<file path="config.mk">
export PLATFORM = sky130hd
export DESIGN_NAME = task_period_deadline_monitor_core_flat
export DESIGN_NICKNAME = d
export VERILOG_FILES = /design/src/rtl/tpdm_pkg.sv /design/src/rtl/tpdm_evt_if.sv /design/src/rtl/tpdm_res_if.sv /design/src/rtl/tpdm_cfg_if.sv /design/src/rtl/task_period_deadline_monitor_core.sv /design/src/rtl/tpdm_cfg_regs.sv /design/src/rtl/tpdm_stats.sv /design/src/flat_wrapper.sv
export SDC_FILE = /design/constraint.sdc
export NUM_CORES = 1
export LEC_CHECK = 0
export BUFFER_PORTS_ARGS = -buffer_cell sky130_fd_sc_hd__buf_2
export CAP_MARGIN = 20
export CORE_MARGIN = 4
export CORE_UTILIZATION = 30
export CTS_BUF_LIST = sky130_fd_sc_hd__clkbuf_4
export CTS_CLUSTER_SIZE = 14
export DETAILED_ROUTE_END_ITERATION = 10
export GPL_ROUTABILITY_DRIVEN = 0
export GPL_TIMING_DRIVEN = 0
export PLACE_DENSITY = 0.48
export SKIP_CTS_REPAIR_TIMING = 1
export SLEW_MARGIN = 20
export SYNTH_ARGS = -nofsm -noshare
export SYNTH_HDL_FRONTEND = slang
export SYNTH_HIERARCHICAL = 1
export SYNTH_SLANG_ARGS = --single-unit
</file>
<file path="constraint.sdc">
create_clock -name clk -period 10.2 [get_ports clk]
set_input_delay 0.51 -clock clk [delete_from_list [all_inputs] [get_ports clk]]
set_output_delay 0.51 -clock clk [all_outputs]
set_load 0.03 [all_outputs]
</file>
<file path="src/rtl/tpdm_pkg.sv">
package tpdm_pkg;

	// Event kinds carried on the event channel.
	localparam logic [1:0] KIND_START = 2'd0;
	localparam logic [1:0] KIND_RUN   = 2'd1;
	localparam logic [1:0] KIND_CLOSE = 2'd2;

	// Configuration register indexes and port widths.
	localparam int CfgIdxW  = 2;
	localparam int CfgDataW = 16;
	localparam logic [CfgIdxW-1:0] REG_PERIOD_TARGET = 2'd0;
	localparam logic [CfgIdxW-1:0] REG_DEADLINE_TOL  = 2'd1;

	// Reset values of the configuration registers.
	localparam logic [15:0] PERIOD_TARGET_RST = 16'd0;
	localparam logic [7:0]  DEADLINE_TOL_RST  = 8'd5;

	localparam logic [31:0] ALL_ONES32 = 32'hFFFF_FFFF;

	typedef struct packed {
		logic [15:0] period_target;
		logic [7:0]  deadline_tolerance;
	} cfg_t;

	typedef struct packed {
		logic [1:0]  kind;
		logic [31:0] time_stamp;
		logic [31:0] run_time;
	} evt_t;

	typedef struct packed {
		logic [31:0] measured_period;
		logic        miss_now;
		logic [31:0] shortest_period;
		logic [31:0] longest_period;
		logic [31:0] miss_count;
		logic [31:0] cycle_count;
		logic [31:0] window_busy;
		logic [63:0] lifetime_busy;
		logic [31:0] worst_run;
		logic [31:0] best_run;
	} res_t;

endpackage

</file>
<file path="src/rtl/tpdm_evt_if.sv">
interface tpdm_evt_if;
	logic        valid;
	logic        ready;
	logic [1:0]  kind;
	logic [31:0] time_stamp;
	logic [31:0] run_time;

	modport source (output valid, output kind, output time_stamp, output run_time,
		input ready);
	modport sink (input valid, input kind, input time_stamp, input run_time,
		output ready);
endinterface

</file>
<file path="src/rtl/tpdm_res_if.sv">
interface tpdm_res_if;
	logic        valid;
	logic        ready;
	logic [31:0] measured_period;
	logic        miss_now;
	logic [31:0] shortest_period;
	logic [31:0] longest_period;
	logic [31:0] miss_count;
	logic [31:0] cycle_count;
	logic [31:0] window_busy;
	logic [63:0] lifetime_busy;
	logic [31:0] worst_run;
	logic [31:0] best_run;

	modport source (output valid, output measured_period, output miss_now,
		output shortest_period, output longest_period, output miss_count,
		output cycle_count, output window_busy, output lifetime_busy,
		output worst_run, output best_run, input ready);
	modport sink (input valid, input measured_period, input miss_now,
		input shortest_period, input longest_period, input miss_count,
		input cycle_count, input window_busy, input lifetime_busy,
		input worst_run, input best_run, output ready);
endinterface

</file>
<file path="src/rtl/tpdm_cfg_if.sv">
interface tpdm_cfg_if;
	logic                         valid;
	logic                         ready;
	logic [tpdm_pkg::CfgIdxW-1:0]  index;
	logic [tpdm_pkg::CfgDataW-1:0] data;

	modport source (output valid, output index, output data, input ready);
	modport sink (input valid, input index, input data, output ready);
endinterface

</file>
<file path="src/rtl/task_period_deadline_monitor_core.sv">
// Per-task period and deadline monitor. Each event request (cycle start with a
// millisecond time stamp, runtime report in microseconds, or window close)
// yields exactly one result request carrying a full statistics snapshot. The
// block takes one event per clock cycle while the result channel keeps up.
// An accepted event is held in the input register, where the state update and
// snapshot are formed. Its result is then offered from the result register.
// Throughput is set by the single statistics update stage, which handles one
// event per cycle while the result register is free or being emptied.
// While a finished result waits to be taken, the input register can still
// accept one further event. After that the event channel stalls until the
// result is taken.
// Configuration registers may be written at any time via the configuration
// channel, which is always ready, but should only change while no event is in
// flight.
module task_period_deadline_monitor_core (
	input  logic       clk,
	input  logic       arst_n,
	tpdm_evt_if.sink   evt,
	tpdm_res_if.source res,
	tpdm_cfg_if.sink   cfg
);

	tpdm_pkg::cfg_t cfg_cur;
	tpdm_pkg::evt_t evt_s1;
	tpdm_pkg::res_t snapshot;
	tpdm_pkg::res_t res_q;
	logic           valid_s1;
	logic           res_valid_q;
	logic           advance;
	logic           evt_take;

	assign cfg.ready = 1'b1;

	tpdm_cfg_regs u_cfg (
		.clk      (clk),
		.arst_n   (arst_n),
		.wr_en    (cfg.valid),
		.wr_index (cfg.index),
		.wr_data  (cfg.data),
		.cfg      (cfg_cur)
	);

	// Input stage moves on whenever the result register is free or being emptied.
	assign advance   = valid_s1 && (!res_valid_q || res.ready);
	assign evt.ready = !valid_s1 || advance;
	assign evt_take  = evt.valid && evt.ready;

	always_ff @(posedge clk or negedge arst_n) begin
		if (!arst_n) begin
			valid_s1 <= 1'b0;
		end else if (evt_take) begin
			valid_s1 <= 1'b1;
		end else if (advance) begin
			valid_s1 <= 1'b0;
		end
	end

	always_ff @(posedge clk) begin
		if (evt_take) begin
			evt_s1.kind       <= evt.kind;
			evt_s1.time_stamp <= evt.time_stamp;
			evt_s1.run_time   <= evt.run_time;
		end
	end

	tpdm_stats u_stats (
		.clk      (clk),
		.arst_n   (arst_n),
		.advance  (advance),
		.evt_s1   (evt_s1),
		.cfg      (cfg_cur),
		.snapshot (snapshot)
	);

	// Result register.
	always_ff @(posedge clk or negedge arst_n) begin
		if (!arst_n) begin
			res_valid_q <= 1'b0;
		end else if (advance) begin
			res_valid_q <= 1'b1;
		end else if (res.ready) begin
			res_valid_q <= 1'b0;
		end
	end

	always_ff @(posedge clk) begin
		if (advance) begin
			res_q <= snapshot;
		end
	end

	assign res.valid           = res_valid_q;
	assign res.measured_period = res_q.measured_period;
	assign res.miss_now        = res_q.miss_now;
	assign res.shortest_period = res_q.shortest_period;
	assign res.longest_period  = res_q.longest_period;
	assign res.miss_count      = res_q.miss_count;
	assign res.cycle_count     = res_q.cycle_count;
	assign res.window_busy     = res_q.window_busy;
	assign res.lifetime_busy   = res_q.lifetime_busy;
	assign res.worst_run       = res_q.worst_run;
	assign res.best_run        = res_q.best_run;

endmodule

</file>
<file path="src/rtl/tpdm_cfg_regs.sv">
module tpdm_cfg_regs (
	input  logic                          clk,
	input  logic                          arst_n,
	input  logic                          wr_en,
	input  logic [tpdm_pkg::CfgIdxW-1:0]  wr_index,
	input  logic [tpdm_pkg::CfgDataW-1:0] wr_data,
	output tpdm_pkg::cfg_t                cfg
);

	tpdm_pkg::cfg_t cfg_q;

	// Register writes; an index outside the list is ignored.
	always_ff @(posedge clk or negedge arst_n) begin
		if (!arst_n) begin
			cfg_q.period_target      <= tpdm_pkg::PERIOD_TARGET_RST;
			cfg_q.deadline_tolerance <= tpdm_pkg::DEADLINE_TOL_RST;
		end else if (wr_en) begin
			case (wr_index)
				tpdm_pkg::REG_PERIOD_TARGET: begin
					cfg_q.period_target <= wr_data[15:0];
				end
				tpdm_pkg::REG_DEADLINE_TOL: begin
					cfg_q.deadline_tolerance <= wr_data[7:0];
				end
				default: begin
				end
			endcase
		end
	end

	assign cfg = cfg_q;

endmodule

</file>
<file path="src/rtl/tpdm_stats.sv">
module tpdm_stats (
	input  logic           clk,
	input  logic           arst_n,
	input  logic           advance,
	input  tpdm_pkg::evt_t evt_s1,
	input  tpdm_pkg::cfg_t cfg,
	output tpdm_pkg::res_t snapshot
);

	logic [31:0] previous_start_q;
	logic [31:0] period_low_q;
	logic [31:0] period_high_q;
	logic [31:0] misses_q;
	logic [31:0] cycles_q;
	logic [31:0] window_sum_q;
	logic [63:0] lifetime_sum_q;
	logic [31:0] run_high_q;
	logic [31:0] run_low_q;

	logic [31:0] period;
	logic        measured;
	logic [16:0] limit;
	logic        miss;
	logic        is_start;
	logic        is_run;
	logic        is_close;

	logic [31:0] post_low;
	logic [31:0] post_high;
	logic [31:0] post_misses;
	logic [31:0] post_cycles;
	logic [31:0] post_window;
	logic [63:0] post_lifetime;
	logic [31:0] post_run_high;
	logic [31:0] post_run_low;

	assign is_start = (evt_s1.kind == tpdm_pkg::KIND_START);
	assign is_run   = (evt_s1.kind == tpdm_pkg::KIND_RUN);
	assign is_close = (evt_s1.kind == tpdm_pkg::KIND_CLOSE);

	// Period since the previous start, wrapping, and the deadline test.
	assign measured = is_start && (previous_start_q != '0);
	assign period   = evt_s1.time_stamp - previous_start_q;
	assign limit    = {1'b0, cfg.period_target} + {9'd0, cfg.deadline_tolerance};
	assign miss     = measured && (cfg.period_target != '0) && (period > {15'd0, limit});

	// Statistics after the event; a close or an unused kind leaves them as they are.
	always_comb begin
		post_low      = period_low_q;
		post_high     = period_high_q;
		post_misses   = misses_q;
		post_cycles   = cycles_q;
		post_window   = window_sum_q;
		post_lifetime = lifetime_sum_q;
		post_run_high = run_high_q;
		post_run_low  = run_low_q;
		if (is_start) begin
			post_cycles = cycles_q + 32'd1;
			if (measured && (period > period_high_q)) begin
				post_high = period;
			end
			if (measured && (period < period_low_q)) begin
				post_low = period;
			end
			if (miss) begin
				post_misses = misses_q + 32'd1;
			end
		end else if (is_run) begin
			post_window   = window_sum_q + evt_s1.run_time;
			post_lifetime = lifetime_sum_q + {32'd0, evt_s1.run_time};
			if (evt_s1.run_time > run_high_q) begin
				post_run_high = evt_s1.run_time;
			end
			if (evt_s1.run_time < run_low_q) begin
				post_run_low = evt_s1.run_time;
			end
		end
	end

	// Snapshot of the statistics; a close shows the window before it is cleared.
	always_comb begin
		snapshot.measured_period = measured ? period : '0;
		snapshot.miss_now        = miss;
		snapshot.shortest_period = (post_low == tpdm_pkg::ALL_ONES32) ? '0 : post_low;
		snapshot.longest_period  = post_high;
		snapshot.miss_count      = post_misses;
		snapshot.cycle_count     = post_cycles;
		snapshot.window_busy     = post_window;
		snapshot.lifetime_busy   = post_lifetime;
		snapshot.worst_run       = post_run_high;
		snapshot.best_run        = post_run_low;
	end

	// State update as the event leaves the input stage.
	always_ff @(posedge clk or negedge arst_n) begin
		if (!arst_n) begin
			previous_start_q <= '0;
			period_low_q     <= tpdm_pkg::ALL_ONES32;
			period_high_q    <= '0;
			misses_q         <= '0;
			cycles_q         <= '0;
			window_sum_q     <= '0;
			lifetime_sum_q   <= '0;
			run_high_q       <= '0;
			run_low_q        <= tpdm_pkg::ALL_ONES32;
		end else if (advance) begin
			lifetime_sum_q <= post_lifetime;
			run_high_q     <= post_run_high;
			run_low_q      <= post_run_low;
			if (is_start) begin
				previous_start_q <= evt_s1.time_stamp;
			end
			if (is_close) begin
				period_low_q  <= tpdm_pkg::ALL_ONES32;
				period_high_q <= '0;
				misses_q      <= '0;
				cycles_q      <= '0;
				window_sum_q  <= '0;
			end else begin
				period_low_q  <= post_low;
				period_high_q <= post_high;
				misses_q      <= post_misses;
				cycles_q      <= post_cycles;
				window_sum_q  <= post_window;
			end
		end
	end

endmodule

</file>
<file path="src/flat_wrapper.sv">
// flat-port wrapper written by rule: the top's interface ports become plain ports
module task_period_deadline_monitor_core_flat 
  (clk, arst_n, evt_valid, evt_kind, evt_time_stamp, evt_run_time, evt_ready, res_valid, res_measured_period, res_miss_now, res_shortest_period, res_longest_period, res_miss_count, res_cycle_count, res_window_busy, res_lifetime_busy, res_worst_run, res_best_run, res_ready, cfg_valid, cfg_index, cfg_data, cfg_ready);
  tpdm_evt_if evt_i ();
  tpdm_res_if res_i ();
  tpdm_cfg_if cfg_i ();
  input  logic clk;
  input  logic arst_n;
  input wire logic [$bits(evt_i.valid)-1:0] evt_valid;
  input wire logic [$bits(evt_i.kind)-1:0] evt_kind;
  input wire logic [$bits(evt_i.time_stamp)-1:0] evt_time_stamp;
  input wire logic [$bits(evt_i.run_time)-1:0] evt_run_time;
  output wire logic [$bits(evt_i.ready)-1:0] evt_ready;
  output wire logic [$bits(res_i.valid)-1:0] res_valid;
  output wire logic [$bits(res_i.measured_period)-1:0] res_measured_period;
  output wire logic [$bits(res_i.miss_now)-1:0] res_miss_now;
  output wire logic [$bits(res_i.shortest_period)-1:0] res_shortest_period;
  output wire logic [$bits(res_i.longest_period)-1:0] res_longest_period;
  output wire logic [$bits(res_i.miss_count)-1:0] res_miss_count;
  output wire logic [$bits(res_i.cycle_count)-1:0] res_cycle_count;
  output wire logic [$bits(res_i.window_busy)-1:0] res_window_busy;
  output wire logic [$bits(res_i.lifetime_busy)-1:0] res_lifetime_busy;
  output wire logic [$bits(res_i.worst_run)-1:0] res_worst_run;
  output wire logic [$bits(res_i.best_run)-1:0] res_best_run;
  input wire logic [$bits(res_i.ready)-1:0] res_ready;
  input wire logic [$bits(cfg_i.valid)-1:0] cfg_valid;
  input wire logic [$bits(cfg_i.index)-1:0] cfg_index;
  input wire logic [$bits(cfg_i.data)-1:0] cfg_data;
  output wire logic [$bits(cfg_i.ready)-1:0] cfg_ready;
  assign evt_i.valid = evt_valid;
  assign evt_i.kind = evt_kind;
  assign evt_i.time_stamp = evt_time_stamp;
  assign evt_i.run_time = evt_run_time;
  assign evt_ready = evt_i.ready;
  assign res_valid = res_i.valid;
  assign res_measured_period = res_i.measured_period;
  assign res_miss_now = res_i.miss_now;
  assign res_shortest_period = res_i.shortest_period;
  assign res_longest_period = res_i.longest_period;
  assign res_miss_count = res_i.miss_count;
  assign res_cycle_count = res_i.cycle_count;
  assign res_window_busy = res_i.window_busy;
  assign res_lifetime_busy = res_i.lifetime_busy;
  assign res_worst_run = res_i.worst_run;
  assign res_best_run = res_i.best_run;
  assign res_i.ready = res_ready;
  assign cfg_i.valid = cfg_valid;
  assign cfg_i.index = cfg_index;
  assign cfg_i.data = cfg_data;
  assign cfg_ready = cfg_i.ready;
  task_period_deadline_monitor_core u_core (.clk(clk), .arst_n(arst_n), .evt(evt_i), .res(res_i), .cfg(cfg_i));
endmodule
</file>
==> run summary <==
I/O Buffers: 411
Syn Std Cell Area: 38600 µm²
Placed Area: 43100 µm²
Delay-heaviest family, CP: compound AO/OA/AOI/OAI gates
Arrival @ worst endpoint: 7900 ps
EDFF count, synth: 387
Critical path required time: 11120 ps
Net Sw Power: 4.96 mW
FP Rows: 131
Mapped Cells: 3504
Fin cells: 6177
Max reg flops: 66
Post-Route WL: 126000 µm
Maxcap violations: 0
Switching Fraction: 40.2%
Crit path buf inv count: 2
Crit-path cells: ha_1 > nor2b_1 > o31a_1 > o211ai_1 > nand2_1 > a221oi_1 > xnor2_1 > ha_1 > a21o_1 > a21o_1 > a21oi_1 > o21a_1 > a31oi_1 > a221o_1 > a2111o_1 > nor4_2 > a21boi_1 > buf_2 > buf_2 > mux2_2
CTS tree: yes
Hpwl dp: 92400 µm
Hold Crit Depth: 3
Final worst slack: 3220 ps
Fin util: 37.5%
FF+latch count, synth: 733
Final hold vios: 0
Clk_lat worst skew: 1210 ps
Internal: 7.39 mW
Reg clk slew, reported paths: 60 ps
Vias in the first global route: 29628
Design area: 47800 µm²
Skew final: 95.9 ps
Crit path depth: 20
F_max: 143 MHz
Detail Route Antenna Nets: 0
Hold crit path type: in -> reg
Slowest CP cell: nor4_2
Power share of the combinational group: 40.5%
Max Slew Vio Count: 0
CTS Buffer Depth: 3
Via count: 30426
Die Y-Extent: 367 µm
Average size of a mapped cell: 11.0 µm²
Overflow after GRT: 0
Peak supply drop: 0.119 mV
Syn_nets: 3844
Unrepaired setup endpoints after global routing: false
Die width: 367 µm
Root Driver: clkbuf_4
Inst Count DP: 5591
Rel. slew slack: 22.6%
Layout cells sized above 1: 23.7%
Tcrit/Tclk final: 68.5%
Power density cells: 258 nW/µm²
Post-place setup slack: 3250 ps
Core box area: 128000 µm²
Clk network pwr share: 23.0%
DR WL/cell: 20.4 µm
Post-layout nets: 4662
Static leakage: 20.9 nW
Setup_tns: 0 ps
Crit path kind: reg -> reg
Drt initial violations: 2064
Largest reg by FF count: u_core/evt_s1
H-tree levels: 4
Top_reg_cell synth: edfxtp_1
Synth warn: 6
Post-synth ARST share: 47.2%
Sequential share of the synthesized area: 52.8%
DR pass1 iterations: 6
DR DRC count: 0
CTS buffer count: 206
Worst reg2reg path depth: 20
Status: completed
Synthesis-to-layout area growth: 23.9%
First-pass GRT wire length: 187000 µm
Period minus WS final: 6980 ps
Initial antenna violation count: 10
Critical path startpoint category: register
I/O pin count: 413
Library cells used by synthesis: 88
Count of endpoints failing setup in the final report: 0
DIE AREA: 134000 µm²
Via density: 4.93
Slowest stage delay, CP: 800 ps
Largest net degree at the start of global routing: 85
Total GRT Usage: 18.2%
Initial Util: 30.2%
Flop pwr share: 36.5%
Clk sinks: 733
Worst Path Max Fanout: 10
Endpoint type of the worst setup path: register
Actual slew at the worst max-slew pin: 1150 ps
metrics by stage:
stage | power (mW) | hold slack [ps]
floorplan | 7.86 | 214
global placement | 9.44 | 466
detailed placement | 9.46 | 405
CTS | 12.4 | -993
global route | 13.3 | -18.7
finish | 12.4 | 106
layer usage:
layer | wire length [µm] | vias to the layer above | track usage [%]
li1 | - | 14563 | -
met1 | 57800 | 14873 | 25.0
met2 | 57900 | 834 | 28.8
met3 | 7330 | 156 | 4.29
met4 | 2650 | 0 | 5.19
met5 | 0 | - | 0
cells in the final DEF (no fill, tap or decap), drive strengths merged, types with 91 or more instances in the layout:
cell	n
inv	215
nand3	91
edfxtp	387
ha	247
a21o	95
o21ai	259
mux2	150
clkbuf	420
xnor2	135
buf	451
nor2	196
a21oi	155
dlygate4sd3	184
nand2	386
dfrtp	280
Yosys cell counts, types with 20 or more instances:
master,instances,share of area [%]
a22o_1,52,1.2
clkbuf_1,105,1.0
o21a_1,31,0.60
mux2_2,150,4.4
dfstp_2,66,4.5
nand4_1,57,0.92
a31oi_1,22,0.36
nand2b_1,21,0.34
mux2i_1,27,0.70
o21ai_0,253,3.3
nor3_1,43,0.56
nand3_1,91,1.2
inv_1,205,2.0
ha_1,247,8.0
nor2_1,176,1.7
edfxtp_1,387,30
a21o_1,95,1.8
dfrtp_1,280,18
nor4_1,34,0.55
nand2_1,386,3.8
o31ai_1,31,0.60
nor2_2,20,0.32
nor2b_1,49,0.79
xnor2_1,135,3.1
xor2_1,78,1.8
and3_1,51,0.83
a21oi_1,155,2.0
kinds of logic (layout without fill, tap and decap cells):
kind of cell / after synthesis / after routing / share of synthesized area, %
flip-flops: 733 / 733 / 52.8
XOR/XNOR: 213 / 213 / 4.83
adder cells (fa/ha/maj): 251 / 251 / 8.21
buffers and inverters: 339 / 1341 / 3.46
multiplexers: 177 / 177 / 5.08
other: 1 / 10 / 0.00972
AND/OR/NAND/NOR: 1006 / 1006 / 12.6
AO/OA/AOI/OAI: 784 / 784 / 13.1
power groups by stage:
stage,Clock [mW],Combinational (mW),Sequential [mW]
global route,3.15,5.54,4.58
CTS,2.98,4.94,4.51
finish,2.84,5.01,4.50
global placement,0,4.83,4.61
floorplan,0,2.93,4.93
detailed placement,0,4.90,4.56
area by class of cell:
class | count | area, µm²
Antenna cell | 9 | 22.5
Fill cell | 12824 | 79800
Tap cell | 1662 | 2080
Multi-Input combinational cell | 2432 | 17000
Timing Repair Buffer | 610 | 4250
Sequential cell | 733 | 20400
Clock inverter | 77 | 425
Inverter | 209 | 790
Clock buffer | 315 | 2360
Buffer | 130 | 544
worst register-to-register path, cell delays in order (launching register included):
cell and delay (ps):
edfxtp_1 470, ha_1 320, nor2b_1 140, o31a_1 290
o211ai_1 370, nand2_1 220, a221oi_1 370, xnor2_1 510
ha_1 390, a21o_1 160, a21o_1 170, a21oi_1 140
o21a_1 140, a31oi_1 80, a221o_1 370, a2111o_1 410
nor4_2 800, a21boi_1 440, buf_2 340, buf_2 260
mux2_2 320
final timing paths:
| kind | from | endpoint | slack [ps] |
|---|---|---|---|
| worst max-delay path | u_core/evt_s1[33] | u_core/res.miss_count[1] | 3220 |
| worst min-delay path | cfg_data[3] | u_core/u_cfg/cfg[11] | 110 |
| worst max register to register | u_core/evt_s1[33] | u_core/res.miss_count[1] | 3220 |
| worst min register to register | u_core/u_stats/cycles_q[30] | u_core/u_stats/cycles_q[30] | 480 |
| max in group asynchronous | arst_n | u_core/u_stats/misses_q[2] | 8760 |
| min in group asynchronous | arst_n | u_core/u_stats/window_sum_q[1] | 440 |
No activity file was read; power rests on OpenSTA's default activity.
